===== src/rtl/bkvl_pkg.sv =====
`default_nettype none
package bkvl_pkg;

  // text length limit and the resulting position cap
  localparam longint unsigned MAX_TEXT_LEN = 64'd16777216;
  localparam int              POS_W        = 24;
  localparam longint unsigned FIELD_MAX    = (64'd1 << POS_W) - 64'd1;
  localparam longint unsigned CAP_RAW      = (MAX_TEXT_LEN == 64'd0) ? 64'd0 :
                                             (MAX_TEXT_LEN - 64'd1);
  localparam logic [POS_W-1:0] POS_CAP     = (CAP_RAW > FIELD_MAX) ?
                                             POS_W'(FIELD_MAX) : POS_W'(CAP_RAW);
  localparam logic [POS_W-1:0] LEN_MAX     = POS_W'(FIELD_MAX);

  // byte codes
  localparam logic [7:0] CH_QUOTE     = 8'd34;
  localparam logic [7:0] CH_BACKSLASH = 8'd92;
  localparam logic [7:0] CH_EQUALS    = 8'd61;
  localparam logic [7:0] CH_LBRACE    = 8'd123;
  localparam logic [7:0] CH_RBRACE    = 8'd125;
  localparam logic [7:0] CH_UPPER_A   = 8'd65;
  localparam logic [7:0] CH_UPPER_Z   = 8'd90;
  localparam logic [7:0] CH_LOWER_A   = 8'd97;
  localparam logic [7:0] CH_LOWER_Z   = 8'd122;
  localparam logic [7:0] CH_DIGIT_0   = 8'd48;
  localparam logic [7:0] CH_DIGIT_9   = 8'd57;
  localparam logic [7:0] CH_DOT       = 8'd46;
  localparam logic [7:0] CH_UNDERSCORE = 8'd95;

  // queue between front and back
  localparam int QUEUE_DEPTH = 4;
  localparam int QPTR_W      = $clog2(QUEUE_DEPTH);
  localparam int QCNT_W      = $clog2(QUEUE_DEPTH + 1);

  // everything one byte produces: up to two tokens and a summary
  typedef struct packed {
    logic             tok0_vld;
    logic [POS_W-1:0] tok0_start;
    logic [POS_W-1:0] tok0_len;
    logic             tok1_vld;
    logic [POS_W-1:0] tok1_start;
    logic             summ_vld;
    logic             found_any;
    logic             overflowed;
  } rec_t;

  function automatic logic is_name_byte(input logic [7:0] c);
    is_name_byte = ((c >= CH_UPPER_A) && (c <= CH_UPPER_Z)) ||
                   ((c >= CH_LOWER_A) && (c <= CH_LOWER_Z)) ||
                   ((c >= CH_DIGIT_0) && (c <= CH_DIGIT_9)) ||
                   (c == CH_DOT) || (c == CH_UNDERSCORE);
  endfunction

endpackage
`default_nettype wire


===== src/rtl/bkvl_front.sv =====
`default_nettype none
module bkvl_front (
  input  wire logic          clk,
  input  wire logic          rst_n,
  input  wire logic          byte_vld,
  input  wire logic [7:0]    char_code,
  input  wire logic          end_of_text,
  input  wire logic          q_ready,
  output logic               byte_rdy,
  output logic               push,
  output bkvl_pkg::rec_t     push_rec
);

  logic                        in_string_r, in_string_nxt;
  logic [bkvl_pkg::POS_W-1:0]  open_start_r, open_start_nxt;
  logic [bkvl_pkg::POS_W-1:0]  open_len_r, open_len_nxt;
  logic [7:0]                  prior_r, prior_nxt;
  logic [bkvl_pkg::POS_W-1:0]  pos_r, pos_nxt;
  logic                        any_r, any_nxt;
  logic                        sat_r, sat_nxt;

  logic                        fire;
  logic                        at_cap;
  logic [bkvl_pkg::POS_W-1:0]  after;
  logic                        sat_now;
  logic                        tok0, tok1;
  logic                        is_punct;

  assign byte_rdy = q_ready;
  assign fire     = byte_vld && q_ready;
  assign at_cap   = (pos_r >= bkvl_pkg::POS_CAP);
  assign after    = at_cap ? bkvl_pkg::POS_CAP : (pos_r + 1'b1);
  assign sat_now  = sat_r | at_cap;
  assign is_punct = (char_code == bkvl_pkg::CH_EQUALS) ||
                    (char_code == bkvl_pkg::CH_LBRACE) ||
                    (char_code == bkvl_pkg::CH_RBRACE);

  always_comb begin
    in_string_nxt  = in_string_r;
    open_start_nxt = open_start_r;
    open_len_nxt   = open_len_r;
    tok0           = 1'b0;
    tok1           = 1'b0;
    if (in_string_r) begin
      if ((char_code == bkvl_pkg::CH_QUOTE) &&
          ((open_len_r == '0) || (prior_r != bkvl_pkg::CH_BACKSLASH))) begin
        tok0           = 1'b1;
        open_start_nxt = after;
        open_len_nxt   = '0;
        in_string_nxt  = 1'b0;
      end else if (open_len_r < bkvl_pkg::LEN_MAX) begin
        open_len_nxt = open_len_r + 1'b1;
      end
    end else begin
      if (char_code == bkvl_pkg::CH_QUOTE) begin
        in_string_nxt  = 1'b1;
        open_start_nxt = after;
        open_len_nxt   = '0;
      end else if (is_punct) begin
        tok0           = (open_len_r != '0);
        tok1           = 1'b1;
        open_start_nxt = after;
        open_len_nxt   = '0;
      end else if (!bkvl_pkg::is_name_byte(char_code)) begin
        tok0           = (open_len_r != '0);
        open_start_nxt = after;
        open_len_nxt   = '0;
      end else if (open_len_r < bkvl_pkg::LEN_MAX) begin
        open_len_nxt = open_len_r + 1'b1;
      end
    end
    any_nxt   = any_r | tok0 | tok1;
    sat_nxt   = sat_now;
    prior_nxt = char_code;
    pos_nxt   = after;
    // summary ends the text: everything back to its reset value
    if (end_of_text) begin
      in_string_nxt  = 1'b0;
      open_start_nxt = '0;
      open_len_nxt   = '0;
      prior_nxt      = '0;
      pos_nxt        = '0;
      any_nxt        = 1'b0;
      sat_nxt        = 1'b0;
    end
  end

  always_comb begin
    push                = fire && (tok0 || tok1 || end_of_text);
    push_rec.tok0_vld   = tok0;
    push_rec.tok0_start = open_start_r;
    push_rec.tok0_len   = open_len_r;
    push_rec.tok1_vld   = tok1;
    push_rec.tok1_start = pos_r;
    push_rec.summ_vld   = end_of_text;
    push_rec.found_any  = any_r | tok0 | tok1;
    push_rec.overflowed = sat_now;
  end

  always_ff @(posedge clk) begin
    if (!rst_n) begin
      in_string_r  <= 1'b0;
      open_start_r <= '0;
      open_len_r   <= '0;
      prior_r      <= '0;
      pos_r        <= '0;
      any_r        <= 1'b0;
      sat_r        <= 1'b0;
    end else if (fire) begin
      in_string_r  <= in_string_nxt;
      open_start_r <= open_start_nxt;
      open_len_r   <= open_len_nxt;
      prior_r      <= prior_nxt;
      pos_r        <= pos_nxt;
      any_r        <= any_nxt;
      sat_r        <= sat_nxt;
    end
  end

endmodule
`default_nettype wire


===== src/rtl/bkvl_queue.sv =====
`default_nettype none
module bkvl_queue (
  input  wire logic           clk,
  input  wire logic           rst_n,
  input  wire logic           push,
  input  wire bkvl_pkg::rec_t push_rec,
  output logic                not_full,
  output logic                not_empty,
  input  wire logic           pop,
  output bkvl_pkg::rec_t      pop_rec
);

  bkvl_pkg::rec_t                mem_r [bkvl_pkg::QUEUE_DEPTH];
  logic [bkvl_pkg::QPTR_W-1:0]   wr_ptr_r, wr_ptr_nxt;
  logic [bkvl_pkg::QPTR_W-1:0]   rd_ptr_r, rd_ptr_nxt;
  logic [bkvl_pkg::QCNT_W-1:0]   count_r, count_nxt;
  logic                          do_push, do_pop;

  assign not_full  = (count_r != bkvl_pkg::QCNT_W'(bkvl_pkg::QUEUE_DEPTH));
  assign not_empty = (count_r != '0);
  assign do_push   = push && not_full;
  assign do_pop    = pop && not_empty;
  assign pop_rec   = mem_r[rd_ptr_r];

  always_comb begin
    wr_ptr_nxt = wr_ptr_r;
    rd_ptr_nxt = rd_ptr_r;
    count_nxt  = count_r;
    if (do_push) begin
      wr_ptr_nxt = (wr_ptr_r == bkvl_pkg::QPTR_W'(bkvl_pkg::QUEUE_DEPTH - 1)) ?
                   '0 : (wr_ptr_r + 1'b1);
    end
    if (do_pop) begin
      rd_ptr_nxt = (rd_ptr_r == bkvl_pkg::QPTR_W'(bkvl_pkg::QUEUE_DEPTH - 1)) ?
                   '0 : (rd_ptr_r + 1'b1);
    end
    if (do_push && !do_pop) begin
      count_nxt = count_r + 1'b1;
    end else if (do_pop && !do_push) begin
      count_nxt = count_r - 1'b1;
    end
  end

  always_ff @(posedge clk) begin
    if (!rst_n) begin
      wr_ptr_r <= '0;
      rd_ptr_r <= '0;
      count_r  <= '0;
    end else begin
      wr_ptr_r <= wr_ptr_nxt;
      rd_ptr_r <= rd_ptr_nxt;
      count_r  <= count_nxt;
    end
  end

  always_ff @(posedge clk) begin
    if (do_push) begin
      mem_r[wr_ptr_r] <= push_rec;
    end
  end

endmodule
`default_nettype wire


===== src/rtl/bkvl_back.sv =====
`default_nettype none
module bkvl_back (
  input  wire logic                        clk,
  input  wire logic                        rst_n,
  input  wire logic                        q_vld,
  input  wire bkvl_pkg::rec_t              q_rec,
  output logic                             q_pop,
  output logic                             res_vld,
  input  wire logic                        res_rdy,
  output logic [bkvl_pkg::POS_W-1:0]       token_start,
  output logic [bkvl_pkg::POS_W-1:0]       token_length,
  output logic                             is_summary,
  output logic                             found_any,
  output logic                             overflowed,
  output logic                             last_of_run
);

  bkvl_pkg::rec_t rec_r;
  // pending results: bit 0 first token, bit 1 punctuation token, bit 2 summary
  logic [2:0]     pend_r, pend_nxt;
  logic [2:0]     pend_after;
  logic           fire;
  logic           can_load;

  always_comb begin
    pend_after = pend_r;
    if (pend_r[0]) begin
      pend_after[0] = 1'b0;
    end else if (pend_r[1]) begin
      pend_after[1] = 1'b0;
    end else begin
      pend_after[2] = 1'b0;
    end
  end

  assign res_vld  = (pend_r != 3'b000);
  assign fire     = res_vld && res_rdy;
  assign can_load = !res_vld || (fire && (pend_after == 3'b000));
  assign q_pop    = can_load && q_vld;

  always_comb begin
    token_start  = '0;
    token_length = '0;
    is_summary   = 1'b0;
    found_any    = 1'b0;
    overflowed   = 1'b0;
    if (pend_r[0]) begin
      token_start  = rec_r.tok0_start;
      token_length = rec_r.tok0_len;
    end else if (pend_r[1]) begin
      token_start  = rec_r.tok1_start;
      token_length = bkvl_pkg::POS_W'(1);
    end else begin
      is_summary   = 1'b1;
      found_any    = rec_r.found_any;
      overflowed   = rec_r.overflowed;
    end
    last_of_run = (pend_after == 3'b000);
  end

  always_comb begin
    pend_nxt = pend_r;
    if (q_pop) begin
      pend_nxt = {q_rec.summ_vld, q_rec.tok1_vld, q_rec.tok0_vld};
    end else if (fire) begin
      pend_nxt = pend_after;
    end
  end

  always_ff @(posedge clk) begin
    if (!rst_n) begin
      pend_r <= 3'b000;
    end else begin
      pend_r <= pend_nxt;
    end
  end

  always_ff @(posedge clk) begin
    if (q_pop) begin
      rec_r <= q_rec;
    end
  end

endmodule
`default_nettype wire


===== src/rtl/brace_key_value_lexer.sv =====
// brace key/value text lexer: one text byte per input word (tlast flags the
// final byte of a text), tokens out as start position and length, and after
// the final byte a summary word telling whether any token was seen and
// whether the 24-bit position counter saturated. a front stage classifies
// each byte and updates the lexer state, so a byte is taken every cycle
// while the four-word queue has room; the back stage sends one result word
// per cycle while out_tready is high, so a byte with k results (k up to 3)
// holds the output until all k are sent; the sustained rate is one byte per
// cycle if bytes average at most one result and out_tready stays high. a name
// or string open at end of text is dropped; all state clears after the summary
`default_nettype none
module brace_key_value_lexer (
  input  wire logic        clk,
  input  wire logic        rst_n,
  // input words
  input  wire logic        in_tvalid,
  output logic             in_tready,
  input  wire logic [7:0]  in_tdata,   // [7:0] char_code
  input  wire logic        in_tlast,   // end_of_text
  // result words
  output logic             out_tvalid,
  input  wire logic        out_tready,
  output logic [47:0]      out_tdata,  // [23:0] token_start, [47:24] token_length
  output logic [2:0]       out_tuser,  // [0] is_summary, [1] found_any, [2] overflowed
  output logic             out_tlast   // last_of_run
);

  logic                        q_not_full;
  logic                        q_not_empty;
  logic                        q_push;
  logic                        q_pop;
  bkvl_pkg::rec_t              push_rec;
  bkvl_pkg::rec_t              pop_rec;
  logic [bkvl_pkg::POS_W-1:0]  token_start;
  logic [bkvl_pkg::POS_W-1:0]  token_length;
  logic                        is_summary;
  logic                        found_any;
  logic                        overflowed;

  // classify and track lexer state
  bkvl_front u_front (
    .clk         (clk),
    .rst_n       (rst_n),
    .byte_vld    (in_tvalid),
    .char_code   (in_tdata),
    .end_of_text (in_tlast),
    .q_ready     (q_not_full),
    .byte_rdy    (in_tready),
    .push        (q_push),
    .push_rec    (push_rec)
  );

  // decouples the front from output stalls
  bkvl_queue u_queue (
    .clk       (clk),
    .rst_n     (rst_n),
    .push      (q_push),
    .push_rec  (push_rec),
    .not_full  (q_not_full),
    .not_empty (q_not_empty),
    .pop       (q_pop),
    .pop_rec   (pop_rec)
  );

  // serialise each byte's results onto the output
  bkvl_back u_back (
    .clk          (clk),
    .rst_n        (rst_n),
    .q_vld        (q_not_empty),
    .q_rec        (pop_rec),
    .q_pop        (q_pop),
    .res_vld      (out_tvalid),
    .res_rdy      (out_tready),
    .token_start  (token_start),
    .token_length (token_length),
    .is_summary   (is_summary),
    .found_any    (found_any),
    .overflowed   (overflowed),
    .last_of_run  (out_tlast)
  );

  assign out_tdata = {token_length, token_start};
  assign out_tuser = {overflowed, found_any, is_summary};

endmodule
`default_nettype wire

===== config.mk =====
export PLATFORM = sky130hd
export DESIGN_NAME = brace_key_value_lexer
export DESIGN_NICKNAME = d
export VERILOG_FILES = /design/src/rtl/bkvl_pkg.sv /design/src/rtl/bkvl_front.sv /design/src/rtl/bkvl_queue.sv /design/src/rtl/bkvl_back.sv /design/src/rtl/brace_key_value_lexer.sv
export SDC_FILE = /design/constraint.sdc
export NUM_CORES = 1
export LEC_CHECK = 0
export ABC_AREA = 1
export BUFFER_PORTS_ARGS = -buffer_cell sky130_fd_sc_hd__buf_2
export CORE_MARGIN = 3
export CORE_UTILIZATION = 50
export CTS_BUF_LIST = sky130_fd_sc_hd__clkbuf_16
export DETAILED_ROUTE_END_ITERATION = 8
export PLACE_DENSITY = 0.66
export SYNTH_ARGS = -nofsm -noshare
export SYNTH_HDL_FRONTEND = slang
export SYNTH_SLANG_ARGS = --single-unit

===== constraint.sdc =====
create_clock -name clk -period 5.77 [get_ports clk]
set_input_delay 0.8655 -clock clk [delete_from_list [all_inputs] [get_ports clk]]
set_output_delay 0.8655 -clock clk [all_outputs]
set_load 0.02 [all_outputs]

==> qor.yml <==
placed_design:
  dpl.hpwl_um: 24930
  dp_cells: 2241
  placed_cell_area_um2: 20090
  place_congestion: 0.8748
  io_buffer_count: 66
synthesis:
  async_flop_share_pct: 0
  yosys_warnings: 0
  synth_nets: 1760
  netlist_instances: 1737
  ys_ff_latch: 477
  synth-main-ff-cell: "edfxtp_1"
  yosysSeqAreaShare_pct: 69.21
  syn_area_um2: 19320
  synth_edf_count: 382
  synth_cell_types: 50
  avgSynthCellArea_um2: 11.12
critical_path:
  crit_arrival_ns: 3.87
  path_cells: "buf_4 > inv_2 > nand2_1 > nand2_1 > nand2_1 > o21ai_1 > o31ai_1 > clkinv_2 > buf_4"
  crit_type: "reg -> reg"
  worst_ep_required_time_ns: 6.02
  path_delay_family: "buffers and inverters"
  worstSetupStartpointType: "flop"
  end_kind: "flop"
  cp_common_cell: "nand2_1"
  crit_path_start: "u_back.pend_r[1]"
  r2r_slack_ns: 2.15
  cpPeakStageDelay_ns: 0.90
  r2r_start: "u_back.pend_r[1]"
  cp_slowest_cell: "clkinv_2"
  cp_num_buf_inv: 4
  critPathMaxFanout: 45
clock_network:
  cts_tree: "built"
  clk_path_buf_depth: 3
  htree_levels: 2
  numCtsBuffers: 48
  cts.repair.resized: 0
  hold_buffers: 0
  insertion_delay_ns: 0.56
  root_buffer: "clkbuf_16"
  post-cts-setup-buffers: 0
  path_clk_slew_ns: 0.06
  clock-sinks: 477
timing:
  hold_viol: 0
  rsz0062_at_grt: "no"
  setup_viol: 0
  slew_headroom_pct: 34.08
  tns_ns: 0
  finalCriticalPeriod_ns: 3.623
  skew_ns: 0.01985
  tightest_slew_ns: 0.9888
  fin_crit_sh_pct: 62.79
  slew_violations: 0
  fmax_mhz: 276.0
global_routing:
  grt_max_degree: 100
  grtUsageMet1_pct: 29.87
  grt_pass1_wl_um: 68480
  grt-ovfl-total: 0
  grt_usage_pct: 21.00
  grt_pass1_vias: 12309
  busiest_layer: "met2"
  use_met3_pct: 2.950
  antenna_found_initial: 1
  grt_use_met2_pct: 33.96
drt:
  drc: 0
  drt.antenna.violating_nets: 0
  num_vias: 12841
  viasPerCell: 5.509
  avgRoutedWirePerCell_um: 18.64
  totalWireLength_um: 43460
  drtIter0Drc: 1048
  dr.pass1.iters: 5
floorplanning:
  io_pins: 67
  die_w_um: 202.6
  die_h_um: 202.6
  start_util_pct: 51.05
  die_area_um2: 41040
  rows: 71
  coreArea_um2: 37840
layout:
  layout.cells.non_filler: 2331
  final_common_cell: "edfxtp_1"
  drive_gt1_share_pct: 11.48
  area_growth_pct: 12.12
  layout_common_cells: "edfxtp_1, nor2_1, nand2_1"
  final_nets: 1803
  fin_area_um2: 21660
  fill_cells: 3236
  antenna_cells: 0
power_and_ir_drop:
  p_per_area_nw_per_um2: 468.2
  power_frac_comb_pct: 22.9
  p_seq_share_pct: 46.9
  clockPowerShare_pct: 30.2
  peakVddDrop_mv: 0.3225
  switchingPower_mw: 3.273
  p_sw_share_pct: 32.27
  internal_power_mw: 6.868
  power_mw: 10.14
  p_leak_nw: 7.992
min_path:
  hold_class: "reg -> reg"
  hold_path_startpoint: "u_front.prior_r[1]"
run_status:
  outcome: "finished clean"
run:
  max_cap_violations: 0
## path summary, 6_finish.rpt
check | to | cells after the start
max | u_back.rec_r[7] | 9
min | u_front.prior_r[1] | 2
max reg2reg | u_back.rec_r[7] | 9
min reg2reg | u_front.prior_r[1] | 2
## through the flow
stage                     setup slack [ns]  utilization, %  hold WS [ns]
after floorplan                     0.3886               -        0.4453
after global placement               2.117           53.08        0.4549
after detailed placement             2.065           53.08        0.4567
after CTS                            2.077           57.24        0.4662
after global routing                 1.914           57.24        0.4953
final                                2.147           57.24        0.4658
## sequential cells by signal, summed over array words and instances, names as in the netlist, named ones only
| register | count |
|---|---|
| u_back.pend_r | 3 |
| u_back.rec_r | 74 |
| u_front.any_r | 1 |
| u_front.in_string_r | 1 |
| u_front.open_len_r | 24 |
| u_front.open_start_r | 24 |
| u_front.pos_r | 24 |
| u_front.prior_r | 8 |
| u_front.sat_r | 1 |
| u_queue.count_r | 3 |
| u_queue.mem_r | 308 |
| u_queue.rd_ptr_r | 2 |
| u_queue.wr_ptr_r | 2 |
## power by group through the flow
stage	combinational [mW]	sequential [mW]	clock (mW)
CTS	2.36	4.76	3.11
global route	2.58	4.82	3.25
detailed placement	2.35	4.83	0
finish	2.32	4.76	3.06
floorplan	1.64	4.70	0
global placement	2.30	4.81	0
## layout make-up
cell class / count / area (um^2) / area share (%)
sequential: 477 / 13380 / 61.76
multi-input combinational: 1063 / 5172 / 23.88
clock buffer: 50 / 1251 / 5.776
tap: 511 / 639.4 / 2.952
timing repair buffer: 81 / 480.5 / 2.218
inverter: 109 / 416.7 / 1.923
clock inverter: 40 / 322.8 / 1.490
## kinds of logic (layout without fill, tap and decap cells)
group	count (synthesis)	in the layout	share of synthesized area, %
compound gates	363	363	10.45
xor+xnor	18	18	0.8160
fa+ha+maj	10	10	0.6865
buf+inv	197	280	4.170
flops	477	477	69.21
simple gates	672	672	14.67
## cells in the mapped netlist (all sizes together) (3+ instances only)
cell,instances,area share (%)
a21oi,64,1.7
dfxtp,95,9.8
ha,9,0.58
buf,30,0.91
xor2,13,0.59
nand4,15,0.56
o21a,6,0.23
or2,5,0.16
edfxtp,382,59
nand3b,3,0.12
a211oi,9,0.35
o21ai,200,5.4
nor3,15,0.56
nand2,264,5.2
o22ai,77,2.5
clkbuf,58,1.1
xnor2,5,0.23
inv,107,2.1
nand3,85,2.3
nor2,281,5.6
## per-layer routing
| metal | up-vias | share of wire, % |
|---|---|---|
| met2 | 352 | 46 |
| li1 | 6173 | - |
| met3 | 70 | 5.3 |
| met1 | 6244 | 46 |
| met5 | - | 0.016 |
| met4 | 2 | 2.4 |
## tightest hold or removal path: cells and delay by family, from the launching register on
kind / cells / cell delay, ns
flops: 1 / 0.31
simple gates: 1 / 0.06
compound gates: 1 / 0.05
Power figures use the tool's default switching activity.
